$ cat config.mk
export PLATFORM = sky130hd
export DESIGN_NAME = mac_div
export DESIGN_NICKNAME = d
export VERILOG_FILES = /design/src/sv/assert_macros.svh /design/src/sv/mac_pkg.sv /design/src/sv/mac_div.sv
export SDC_FILE = /design/constraint.sdc
export NUM_CORES = 1
export LEC_CHECK = 0
export BUFFER_PORTS_ARGS = -buffer_cell sky130_fd_sc_hd__buf_2
export CELL_PAD_IN_SITES_DETAIL_PLACEMENT = 0
export CELL_PAD_IN_SITES_GLOBAL_PLACEMENT = 1
export CORE_ASPECT_RATIO = 1.1
export CORE_UTILIZATION = 40
export DETAILED_ROUTE_END_ITERATION = 7
export PLACE_DENSITY_LB_ADDON = 0.1
export SETUP_SLACK_MARGIN = 0.1
export SKIP_CTS_REPAIR_TIMING = 1
export SYNTH_ARGS = -nofsm -noshare
export SYNTH_HDL_FRONTEND = slang
export SYNTH_SLANG_ARGS = --single-unit
$ cat constraint.sdc
create_clock -name i_clk -period 4.6 [get_ports i_clk]
set_input_delay 0.92 -clock i_clk [delete_from_list [all_inputs] [get_ports i_clk]]
set_output_delay 0.92 -clock i_clk [all_outputs]
set_load 0.005 [all_outputs]
$ cat src/sv/assert_macros.svh
// Assertion macros used by the top-level RTL file of the crossover trader.
`ifndef ASSERT_MACROS_SVH
`define ASSERT_MACROS_SVH

`ifndef SYNTHESIS
// Same-cycle implication check.
`define MAC_ASSERT_IMP(label, clk, rst_n, ante, cons) \
    label: assert property (@(posedge clk) disable iff (!rst_n) (ante) |-> (cons)) \
        else $error("same-cycle implication check failed");
// Next-cycle implication check.
`define MAC_ASSERT_NXT(label, clk, rst_n, ante, cons) \
    label: assert property (@(posedge clk) disable iff (!rst_n) (ante) |=> (cons)) \
        else $error("next-cycle implication check failed");
`else
`define MAC_ASSERT_IMP(label, clk, rst_n, ante, cons)
`define MAC_ASSERT_NXT(label, clk, rst_n, ante, cons)
`endif

`endif

$ cat src/sv/mac_pkg.sv
// Shared types and constants of the crossover trader.
package mac_pkg;

    localparam int unsigned WORD_W    = 32;
    localparam int unsigned LEN_REG_W = 9;
    localparam int unsigned CFG_IDX_W = 3;

    localparam logic [WORD_W-1:0] DEFAULT_CAPITAL = 32'd1000000;
    localparam logic [WORD_W-1:0] WORD_MAX        = 32'hFFFF_FFFF;

    typedef logic [CFG_IDX_W-1:0] t_cfg_idx;

    // Register indexes of the configuration port
    localparam t_cfg_idx CFG_BUY_FAST  = 3'd0;
    localparam t_cfg_idx CFG_BUY_SLOW  = 3'd1;
    localparam t_cfg_idx CFG_SELL_FAST = 3'd2;
    localparam t_cfg_idx CFG_SELL_SLOW = 3'd3;
    localparam t_cfg_idx CFG_HOLD      = 3'd4;
    localparam t_cfg_idx CFG_CAPITAL   = 3'd5;

    // Trade reported with each result
    typedef enum logic [1:0] {
        ACT_NONE = 2'd0,
        ACT_BUY  = 2'd1,
        ACT_SELL = 2'd2
    } t_action;

endpackage

$ cat src/sv/mac_div.sv
// Restoring divider, one quotient bit per cycle.
module mac_div import mac_pkg::*; #(
    parameter int unsigned DW = 48
) (
    input  logic              i_clk,
    input  logic              i_rst_n,
    input  logic              i_start,
    input  logic [DW-1:0]     i_dividend,
    input  logic [WORD_W-1:0] i_divisor,
    output logic              o_done,
    output logic [DW-1:0]     o_quotient
);

    localparam int unsigned CNT_W = $clog2(DW + 1);

    logic [DW-1:0]     r_quo;
    logic [WORD_W-1:0] r_rem;
    logic [WORD_W-1:0] r_div;
    logic [CNT_W-1:0]  r_cnt;
    logic              r_busy;
    logic              r_done;
    logic [WORD_W:0]   w_trial;
    logic              w_fits;

    // shift in the next dividend bit and try the subtraction
    assign w_trial = {r_rem, r_quo[DW-1]};
    assign w_fits  = (w_trial >= {1'b0, r_div});

    always_ff @(posedge i_clk) begin
        if (!i_rst_n) begin
            r_busy <= 1'b0;
            r_done <= 1'b0;
            r_cnt  <= '0;
        end else begin
            r_done <= 1'b0;
            if (i_start) begin
                r_quo  <= i_dividend;
                r_rem  <= '0;
                r_div  <= i_divisor;
                r_cnt  <= CNT_W'(DW);
                r_busy <= 1'b1;
            end else if (r_busy) begin
                r_rem <= w_fits ? WORD_W'(w_trial - {1'b0, r_div}) : w_trial[WORD_W-1:0];
                r_quo <= {r_quo[DW-2:0], w_fits};
                r_cnt <= r_cnt - CNT_W'(1);
                if (r_cnt == CNT_W'(1)) begin
                    r_busy <= 1'b0;
                    r_done <= 1'b1;
                end
            end
        end
    end

    assign o_done     = r_done;
    assign o_quotient = r_quo;

endmodule

Word level (Yosys, flattened, before mapping). Index checks and enable logic that the tools add are counted.

Add/subtract/negate cells: 2. $lt $le $gt $ge: 1. Equal/unequal tests: 1. Muxes and demuxes: 10. Bitwise operators: 2. Reduce and logical (&&, ||, !) cells: 5.

Operators by type and width (count): 48-bit two-way mux (2); 32-bit two-way mux (2); 33-bit by 32-bit greater-or-equal comparator with 1-bit output (1); 32-bit subtractor (1); 6-bit two-way mux (2); 6-bit by 1-bit equality test with 1-bit output (second input constant) (1); 6-bit by 1-bit subtractor with 6-bit output (second input constant) (1); 1-bit two-way mux (4); 2-bit AND reduction (2); 3-bit OR reduction (1); 1-bit NOT (2); 2-bit nonzero test (1); 2-bit OR reduction (1).

Flip-flop bits (word level): 120. Output and inout port bits: 49. Word-level logic and storage cells: 28.

Depth between registers and ports, before layout. Gate-level depths: netlist of the first run.

Depth after elaboration: 4. Mapped depth: 14. Mapped depth without buffers: 12.

Worst setup path after synthesis of the first run. No wires, ideal clock.

Path kind: input port to flip-flop. From: input i_start. To: register r_quo[0] (netlist: o_quotient[0]), enable pin. Setup time: 445 ps. Arrival: 3324 ps. Data required time: 4155 ps. Setup slack: 831 ps. Stages: 3. Path through: clkbuf_1 > clkbuf_1 > o21a_1.

Word-level cells in the longest chain between the ends: 2.

RTL lines: start: declaration (line mac_div.sv:7) `input logic i_start,`; 2-bit nonzero test (no line); 2-bit AND reduction (no line); end signal: assignment (line mac_div.sv:37) `r_quo <= i_dividend;`; end signal: assignment (line mac_div.sv:44) `r_quo <= {r_quo[DW-2:0], w_fits};`; end: declaration (line mac_div.sv:16) `logic [DW-1:0] r_quo;`.

Every way passes these cells. A chain may end at the register's enable or synchronous reset.

Worst setup path in the final report of the first run.
From: register r_rem[2]. To: register r_rem[16] (data pin).

Word-level cells in the longest chain between the ends: 3. Elaborated cells on any way between the ends: 4. Those cells by class: add/sub: 1; order compare: 1; mux: 2.

RTL lines: start: declaration (line mac_div.sv:17) `logic [WORD_W-1:0] r_rem;`; start signal: assignment (line mac_div.sv:43) `r_rem <= w_fits ? WORD_W'(w_trial - {1'b0, r_div}) : w_trial[WORD_W-1:0];`; 32-bit subtractor or 33-bit by 32-bit greater-or-equal comparator with 1-bit output (tied branches) (line mac_div.sv:43, mac_div.sv:27); 32-bit two-way mux (*) (line mac_div.sv:43); 32-bit two-way mux (*) (line mac_div.sv:42) `end else if (r_busy) begin`.

Mark *: on every way between the ends. The rest lies on a longest branch, timed or not. The select of a mux whose other input is x is not followed.

==> qor.csv, run 1 <==
metric,value,unit
count of TritonRoute iterations in the first routing pass,6,
H-tree depth,4,
maximum count of clock buffers along a single path,2,
Synth Flop Type,sky130_fd_sc_hd__edfxtp_1,
number of CTS-inserted buffers,17,
die extent in y,138,um
Mapped Area,6680,um2
WL per Instance,16.3,um
initial standard-cell utilization of the core,0.408,
final clock skew,14.4,ps
most frequent CP cell,sky130_fd_sc_hd__a21o_1,
outcome,finished clean,
routing usage on met2,0.308,
largest net degree at the start of global routing,82,
"FFs w/ async S/R, synth",0,
multi-input gate area in the final layout,2900,um2
Worst-Margin Slew,1170,ps
Peak Freq,0.290,GHz
crit path capture type,flop,
sequential cell area,3520,um2
clock root buffer master,sky130_fd_sc_hd__clkbuf_16,
Worst Setup Start Kind,flop,
buffers added on ports,131,
post-synthesis cell type count,59,
via count,4727,
detailed placement HPWL,10600,um
number of slew-limit violations in the final report,0,
worst slack at placement,1140,ps
total of max-cap violations,0,
Tcrit/Tclk final,0.749,
die outline width,125,um
warnings from Yosys,0,
worst-case vdd ir drop,0.000255,V
vias in the first global route,4908,
Skew-Pair Late Insertion Delay,420,ps
share of final-layout standard cells stronger than drive strength 1,0.318,
DR DRC count,0,
instance count of the mapped netlist,563,
worst-path cell with the longest stage delay,sky130_fd_sc_hd__o221a_4,
Max-Slew Margin vs Limit,0.218,
Avg Synthesized Cell Area,11.9,um2
type of the worst min-delay path,flop to flop,
global routing usage summed across all routing layers,0.181,
site row count,49,
Top Usage Layer GRT,met2,
Placer Congestion,0.878,
initial antenna violation count,0,
"leading cell types in the layout, fill and taps excluded","sky130_fd_sc_hd__buf_2, sky130_fd_sc_hd__edfxtp_1, sky130_fd_sc_hd__nor2_1",
Final min period,3440,ps
final worst slack,1160,ps
net count of the mapped netlist,681,
antenna cell count,0,
area inside the core boundary,16400,um2
largest driver fanout on the critical path,40,
Routed Antenna Nets,0,
"Worst Path Class, Setup",flop to flop,
Critical Path AT,3590,ps
Final Hold Violating Endpoints,0,
critical path buffer and inverter count,0,
clock transition at the registers of the reported paths,60,ps
area growth from synthesis to layout,21.6,%
Detailed Route Iter0 Violations,213,
first-pass GRT wire length,24200,um
most frequent standard cell in the layout excluding fill and tap cells,sky130_fd_sc_hd__buf_2,
number of sinks handled by clock tree synthesis,120,
routed via count divided by cell count,5.19,
GR Layer Usage met1,0.212,
global-route track usage on met3,0.0695,
Pwr per Cell Area,424,nW/um2
unrepaired setup endpoints after global routing,false,
"EDFF count, synth",112,
residual overflow from global routing,0,
utilization after layout,0.496,
largest delay contributor family on the critical path,compound AO/OA/AOI/OAI gates,
filler cell count,1500,
critical path data required time,4750,ps
Die Outline Area,17200,um2
share of synthesized area occupied by flip-flops and latches,0.527,
number of setup violations in the final report,0,
Lkg Pwr,3.38,nW
largest stage delay on the critical path,680,ps
Hold WS,494,ps
total negative slack,0,ps
clock tree from TritonCTS,yes,
aggregate routed wire length,14800,um
I/O pin total,132,
final net count,812,
crit path cell chain,"ha_1, a21o_1, a21o_1, o21ai_1, nand3_1, o21ai_2, o31a_1, o221a_4, mux2i_1, nor2_1",
synthesized flop and latch total,120,
-- sequential cells by signal, indices dropped and copies added (netlist names) --
name	cells
r_busy	1
o_done	1
o_quotient	48
r_cnt	6
r_rem	32
r_div	32
-- Yosys cell counts (3+ instances only) --
master | number | area [um2]
sky130_fd_sc_hd__a21o_1 | 17 | 128
sky130_fd_sc_hd__a211oi_1 | 6 | 45.0
sky130_fd_sc_hd__a31oi_1 | 6 | 37.5
sky130_fd_sc_hd__clkbuf_1 | 15 | 56.3
sky130_fd_sc_hd__dfxtp_1 | 8 | 160
sky130_fd_sc_hd__inv_1 | 44 | 165
sky130_fd_sc_hd__mux2_2 | 47 | 529
sky130_fd_sc_hd__nand3b_1 | 4 | 30.0
sky130_fd_sc_hd__o31a_1 | 3 | 26.3
sky130_fd_sc_hd__ha_1 | 34 | 425
sky130_fd_sc_hd__o211ai_1 | 3 | 22.5
sky130_fd_sc_hd__buf_2 | 3 | 15.0
sky130_fd_sc_hd__o21a_1 | 10 | 75.1
sky130_fd_sc_hd__nor2_1 | 51 | 191
sky130_fd_sc_hd__o21bai_1 | 5 | 37.5
sky130_fd_sc_hd__nor3_1 | 4 | 20.0
sky130_fd_sc_hd__mux2i_1 | 26 | 260
sky130_fd_sc_hd__xnor2_1 | 23 | 201
sky130_fd_sc_hd__edfxtp_1 | 112 | 3360
sky130_fd_sc_hd__a21oi_1 | 28 | 140
sky130_fd_sc_hd__o21ai_0 | 14 | 70.1
sky130_fd_sc_hd__nand4_1 | 9 | 56.3
sky130_fd_sc_hd__nand2b_1 | 5 | 31.3
sky130_fd_sc_hd__nand3_1 | 6 | 30.0
sky130_fd_sc_hd__xor2_1 | 9 | 78.8
sky130_fd_sc_hd__nand2_1 | 27 | 101
sky130_fd_sc_hd__nor2b_1 | 5 | 31.3
-- through the flow --
stage / power, mW / cell area, um2 / cells
after floorplan: 1.92 / 6680 / 563
after global placement: 2.10 / 7520 / 879
after detailed placement: 2.11 / 7520 / 879
after CTS: 3.48 / 8120 / 911
after global routing: 3.61 / 8120 / 911
final: 3.44 / 8120 / 911
-- worst min-delay path: cells and delay by family (launching register included) --
| kind | cells | cell delay, ps |
|---|---|---|
| flip-flops | 1 | 320 |
| AND/OR/NAND/NOR | 1 | 80 |
| AO/OA/AOI/OAI | 1 | 40 |
-- power by group --
group	switching (mW)	internal, mW
clock network	0.536	0.825
logic	0.401	0.329
registers	0.0423	1.31
total	0.980	2.46
-- worst paths after layout --
path | from | cells after the start | slack [ps] | endpoint
setup / recovery | r_rem[2] | 10 | 1160 | r_rem[16]
hold / removal | r_cnt[1] | 2 | 490 | r_cnt[1]
setup reg to reg | r_rem[2] | 10 | 1160 | r_rem[16]
hold reg to reg | r_cnt[1] | 2 | 490 | r_cnt[1]
-- kinds of logic (layout without fill, tap and decap cells) --
kind of cell               after synthesis  after routing  share of synthesized area
AOI/OAI and AO/OA                      113            113                      0.118
and+or+nand+nor                        123            123                     0.0875
xor gates and xnor gates                32             32                     0.0419
DFF                                    120            120                      0.527
muxes                                   73             73                      0.118
adders and majority gates               35             35                     0.0667
buffers and inverters                   67            211                     0.0404
-- final cells by class --
cell class | count | area share
multi-input cells | 376 | 0.356
inverters | 45 | 0.0208
well taps | 204 | 0.0314
flip-flops and latches | 120 | 0.434
clock inverters | 14 | 0.0199
repair buffers | 134 | 0.0835
clock buffers | 18 | 0.0541
-- metal layers --
layer	routed length [um]	up-vias
met5	0	-
met4	180	0
met3	1080	13
met2	7060	145
met1	6510	2232
li1	-	2337
No activity file was read; power rests on OpenSTA's default activity.
==> inputs of run 2 (changes only) <==
==> constraint.sdc (replaced) <==
create_clock -name i_clk -period 2.9 [get_ports i_clk]
set_input_delay 0.58 -clock i_clk [delete_from_list [all_inputs] [get_ports i_clk]]
set_output_delay 0.58 -clock i_clk [all_outputs]
set_load 0.005 [all_outputs]
==> run 2 against run 1 <==
  * Routed wire length grew 6.8%
  * Core utilization is 5.3 points higher
  * Final area grew 11%
  * Setup slack worse by 1100 ps
  * First-iteration DRC count shrank 23%
  * Die area stayed put
  * Critical path type unchanged
  * Combinational power is 110% higher
  * Sequential share of layout area is 4.2 points lower
  * Critical path depth is 3 higher
  * Total power rose by 69%
  * Critical endpoint unchanged
  * Clock skew fell by 7.3 ps
  * Non-clock buffer count increased by 62
==> qor.csv, run 2 (same netlist as run 1, synthesis figures left out) <==
metric,value,unit
Met3 Routed Length,953,um
number of slew-limit violations in the final report,0,
H-tree depth,4,
via count,4979,
total negative slack,0,ps
WL per Instance,16.3,um
Tcrit/Tclk final,0.982,
Internal Dissipation,4.17,mW
type of the worst min-delay path,input pin to flop,
number of setup violations in the final report,0,
clock root buffer master,sky130_fd_sc_hd__clkbuf_16,
Sw Share,0.285,
wire length on met2,7880,um
filler-free cell count of the finished design,973,
total of max-cap violations,0,
clock transition at the registers of the reported paths,60,ps
critical path data required time,3040,ps
Routed Antenna Nets,0,
Skew-Pair Late Insertion Delay,410,ps
Max-Slew Margin vs Limit,0.652,
aggregate routed wire length,15800,um
Die Outline Area,17200,um2
initial antenna violation count,0,
Pwr per Cell Area,648,nW/um2
initial standard-cell utilization of the core,0.408,
largest delay contributor family on the critical path,compound AO/OA/AOI/OAI gates,
Peak Freq,0.351,GHz
first-pass GRT wire length,25500,um
proportion of power drawn by flip-flops and latches,0.369,
final worst slack,52.7,ps
Clk pwr share,0.365,
share of final-layout standard cells stronger than drive strength 1,0.423,
Final Hold Violating Endpoints,0,
Worst-Margin Slew,522,ps
worst-case vdd ir drop,0.000404,V
largest net degree at the start of global routing,42,
"leading cell types in the layout, fill and taps excluded","sky130_fd_sc_hd__buf_2, sky130_fd_sc_hd__edfxtp_1, sky130_fd_sc_hd__buf_4",
Lkg Pwr,3.77,nW
count of TritonRoute iterations in the first routing pass,6,
cell total after placement,921,
outcome,finished clean,
Critical Path AT,2990,ps
P_sw,1.66,mW
critical path buffer and inverter count,3,
Final min period,2850,ps
final clock skew,7.09,ps
buffers added on ports,131,
Worst Setup Start Kind,flop,
clock tree from TritonCTS,yes,
worst slack at placement,-192,ps
area growth from synthesis to layout,34.6,%
most frequent CP cell,sky130_fd_sc_hd__o21ai_2,
worst-path cell with the longest stage delay,sky130_fd_sc_hd__edfxtp_1,
vias in the first global route,5236,
number of sinks handled by clock tree synthesis,120,
Met1 Wirelength,6810,um
Placer Congestion,0.846,
die extent in y,138,um
number of CTS-inserted buffers,17,
unrepaired setup endpoints after global routing,true,
largest stage delay on the critical path,400,ps
antenna cell count,0,
highest signal layer in the routed design,met4,
crit path capture type,flop,
filler cell count,1433,
maximum count of clock buffers along a single path,2,
Detailed Route Iter0 Violations,165,
I/O pin total,132,
"Worst Path Class, Setup",flop to flop,
site row count,49,
max FFs per register,48,
final net count,874,
global routing usage summed across all routing layers,0.189,
combinational group share of total power,0.266,
multi-input gate area in the final layout,3150,um2
sequential cell area,3520,um2
most frequent standard cell in the layout excluding fill and tap cells,sky130_fd_sc_hd__buf_2,
crit path cell chain,"inv_1, ha_1, nor2b_4, o2111a_1, o21ai_2, nand3_2, o21ai_2, o31a_1, o221a_4, buf_6, buf_12, mux2i_1, nor2_1",
largest driver fanout on the critical path,5,
residual overflow from global routing,0,
die outline width,125,um
DR DRC count,0,
area inside the core boundary,16400,um2
detailed placement HPWL,11400,um
utilization after layout,0.549,
routed via count divided by cell count,5.12,
[run 2: changes by cell type in the layout (fill, tap and decap cells not counted), sizes merged]
cell    before  now
clkinv       3    4
inv         51   50
clkbuf      18   21
buf        134  193
[run 2: layout make-up]
| type | count | area share |
|---|---|---|
| clock inverter | 14 | 0.0185 |
| clock buffer | 18 | 0.0477 |
| inverter | 45 | 0.0188 |
| tap | 204 | 0.0284 |
| timing repair buffer | 196 | 0.144 |
| sequential | 120 | 0.392 |
| multi-input combinational | 376 | 0.350 |
[run 2: final timing paths]
kind	start	endpoint	slack, ps	cells past startpoint
max	r_div[1]	r_rem[16]	50	13
min	i_divisor[8]	r_div[8]	340	1
max reg2reg	r_div[1]	r_rem[16]	50	13
min reg2reg	r_cnt[1]	r_cnt[1]	530	2
[run 2: power by group through the flow]
stage	Sequential, mW	Clock [mW]	Combinational, mW
2_1_floorplan	2.17	0	0.875
3_3_place_gp	2.17	0	1.30
3_5_place_dp	2.18	0	1.31
4_1_cts	2.15	2.18	1.32
5_1_grt	2.17	2.26	1.71
6_report	2.15	2.13	1.55
[run 2: per-layer routing]
metal / vias to the layer above / track usage
met5: - / 0
li1: 2464 / -
met2: 120 / 0.326
met3: 13 / 0.0586
met4: 0 / 0.0671
met1: 2382 / 0.223
[run 2: stage by stage]
stage	total power, mW	hold slack [ps]	cell area [um2]
floorplan	3.04	469	6680
global placement	3.48	483	7900
detailed placement	3.49	485	7900
CTS	5.64	319	8490
global route	6.13	324	8990
finish	5.82	339	8990
==> inputs of run 3 (changes only) <==
--- a/config.mk
+++ b/config.mk
@@ -11,7 +11,7 @@
 export CORE_ASPECT_RATIO = 1.1
 export CORE_UTILIZATION = 40
 export DETAILED_ROUTE_END_ITERATION = 7
-export PLACE_DENSITY_LB_ADDON = 0.1
+export PLACE_DENSITY = 0.82
 export SETUP_SLACK_MARGIN = 0.1
 export SKIP_CTS_REPAIR_TIMING = 1
 export SYNTH_ARGS = -nofsm -noshare
==> run 3 against run 2 <==
  * Hold slack worse by 15 ps
  * First-iteration DRC count up 25%
  * Combinational power down 4%
  * Core utilization down 0.49 points
  * Clock power up 7%
  * Final cell count up 0.10%
  * Routed wire length up 1.6%
  * Clock skew up 6.7 ps
  * Register-to-register slack about the same
  * Highest routed layer unchanged
  * Sequential share of layout area up 0.35 points
  * Non-clock buffer count up 1
  * Clock-buffer cell count unchanged
==> qor.csv, run 3 (same netlist as run 1, synthesis figures left out) <==
metric,value,unit
Routed Antenna Nets,0,
multi-input gate area in the final layout,3100,um2
critical path data required time,3180,ps
area inside the core boundary,16400,um2
Hold WS,324,ps
antenna cell count,0,
clock root buffer master,sky130_fd_sc_hd__clkbuf_16,
WL per Instance,16.5,um
worst-path cell with the longest stage delay,sky130_fd_sc_hd__edfxtp_1,
total of max-cap violations,0,
number of setup violations in the final report,0,
filler cell count,1389,
Worst-Margin Slew,523,ps
number of CTS-inserted buffers,17,
instance area after placement,7880,um2
die extent in y,138,um
count of TritonRoute iterations in the first routing pass,6,
Max-Slew Margin vs Limit,0.646,
final net count,875,
routing usage on met2,0.325,
fin area,8910,um2
DR DRC count,0,
Final Hold Violating Endpoints,0,
max FFs per register,48,
global-route track usage on met3,0.0598,
largest driver fanout on the critical path,14,
vias in the first global route,5188,
unrepaired setup endpoints after global routing,true,
initial antenna violation count,0,
first-pass GRT wire length,25400,um
residual overflow from global routing,0,
Pwr per Cell Area,663,nW/um2
proportion of power drawn by flip-flops and latches,0.365,
area growth from synthesis to layout,33.4,%
cell count of the worst hold path,1,
via count,5093,
Peak Freq,0.351,GHz
H-tree depth,4,
detailed placement HPWL,11300,um
total negative slack,0,ps
most frequent standard cell in the layout excluding fill and tap cells,sky130_fd_sc_hd__buf_2,
type of the worst min-delay path,input pin to flop,
crit path capture type,flop,
"leading cell types in the layout, fill and taps excluded","sky130_fd_sc_hd__buf_2, sky130_fd_sc_hd__edfxtp_1, sky130_fd_sc_hd__buf_4",
outcome,finished clean,
worst-case vdd ir drop,0.000443,V
Final min period,2850,ps
Tcrit/Tclk final,0.982,
number of sinks handled by clock tree synthesis,120,
combinational group share of total power,0.251,
"Power, Total",5.91,mW
"Worst Path Class, Setup",flop to flop,
Internal Dissipation,4.28,mW
Die Outline Area,17200,um2
global routing usage summed across all routing layers,0.191,
clock tree from TritonCTS,yes,
worst min-delay path endpoint,r_div[0],
Reg2Reg Capture Point,r_rem[31],
Skew-Pair Late Insertion Delay,430,ps
routed via count divided by cell count,5.23,
cells on worst reg2reg path,11,
utilization after layout,0.545,
maximum count of clock buffers along a single path,2,
site row count,49,
register-to-register path setup slack,50,ps
Lkg Pwr,3.76,nW
crit path cell chain,"ha_4, inv_4, o31a_1, and3_4, o21bai_4, o21ai_2, o31a_1, o221a_4, buf_12, or3b_1, a21oi_2",
Detailed Route Iter0 Violations,206,
share of final-layout standard cells stronger than drive strength 1,0.416,
Worst Setup Start Kind,flop,
GR Layer Usage met1,0.223,
final clock skew,13.8,ps
most frequent CP cell,sky130_fd_sc_hd__o31a_1,
Placer Congestion,0.855,
clock transition at the registers of the reported paths,60,ps
buffers added on ports,131,
I/O pin total,132,
largest stage delay on the critical path,420,ps
P_sw,1.63,mW
Critical Path AT,3130,ps
source of the worst register-to-register timing path,r_rem[17],
Top Usage Layer GRT,met2,
largest net degree at the start of global routing,84,
launch instance of the worst min-delay path,i_divisor[0],
aggregate routed wire length,16100,um
Sw Share,0.276,
die outline width,125,um
sequential cell area,3520,um2
number of slew-limit violations in the final report,0,
Clk pwr share,0.384,
initial standard-cell utilization of the core,0.408,
run 3: cell types whose count changed in the layout (fill, tap and decap cells not counted), moves of 3 or more:
cell / delta
sky130_fd_sc_hd__ha_2: +4
sky130_fd_sc_hd__buf_6: -4
sky130_fd_sc_hd__buf_4: +8
sky130_fd_sc_hd__ha_1: -3
run 3: through the flow:
step           setup slack [ps]  instances
2_1_floorplan               155        563
3_3_place_gp               40.3        919
3_5_place_dp               -119        919
4_1_cts                    -159        951
5_1_grt                    -120        974
6_report                   51.3        974
run 3: cell type report:
class                           count  share of cell area
Clock inverter                     14              0.0218
Multi-Input combinational cell    376               0.347
Timing Repair Buffer              197               0.140
Inverter                           45              0.0192
Tap cell                          204              0.0286
Clock buffer                       18              0.0481
Sequential cell                   120               0.395
run 3: worst max-delay path by stage:
stage | from | end | cells after the start
after floorplan | r_rem[2] | r_rem[10] | 11
after global placement | o_quotient[47] | r_rem[28] | 12
after detailed placement | o_quotient[47] | r_rem[28] | 12
after CTS | o_quotient[47] | r_rem[28] | 12
after global routing | r_div[1] | r_rem[18] | 13
final | r_rem[17] | r_rem[31] | 11
run 3: power groups by stage:
| stage | Combinational, mW | Clock (mW) | Sequential [mW] |
|---|---|---|---|
| 2_1_floorplan | 0.875 | 0 | 2.17 |
| 6_report | 1.49 | 2.27 | 2.16 |
| 4_1_cts | 1.31 | 2.30 | 2.15 |
| 5_1_grt | 1.63 | 2.37 | 2.17 |
| 3_5_place_dp | 1.30 | 0 | 2.18 |
| 3_3_place_gp | 1.27 | 0 | 2.18 |
run 3: per-layer routing:
layer | vias to the layer above | wire length (um)
li1 | 2461 | -
met1 | 2446 | 6810
met2 | 161 | 7920
met3 | 25 | 1020
met4 | 0 | 340
met5 | - | 0
run 3: worst max-delay path, delay by kind of cell (launching register included):
kind	cells	cell delay [ps]
AO/OA/AOI/OAI	6	1250
AND/OR/NAND/NOR	2	550
flip-flops	1	420
adder cells (fa/ha/maj)	1	310
buffers and inverters	2	190
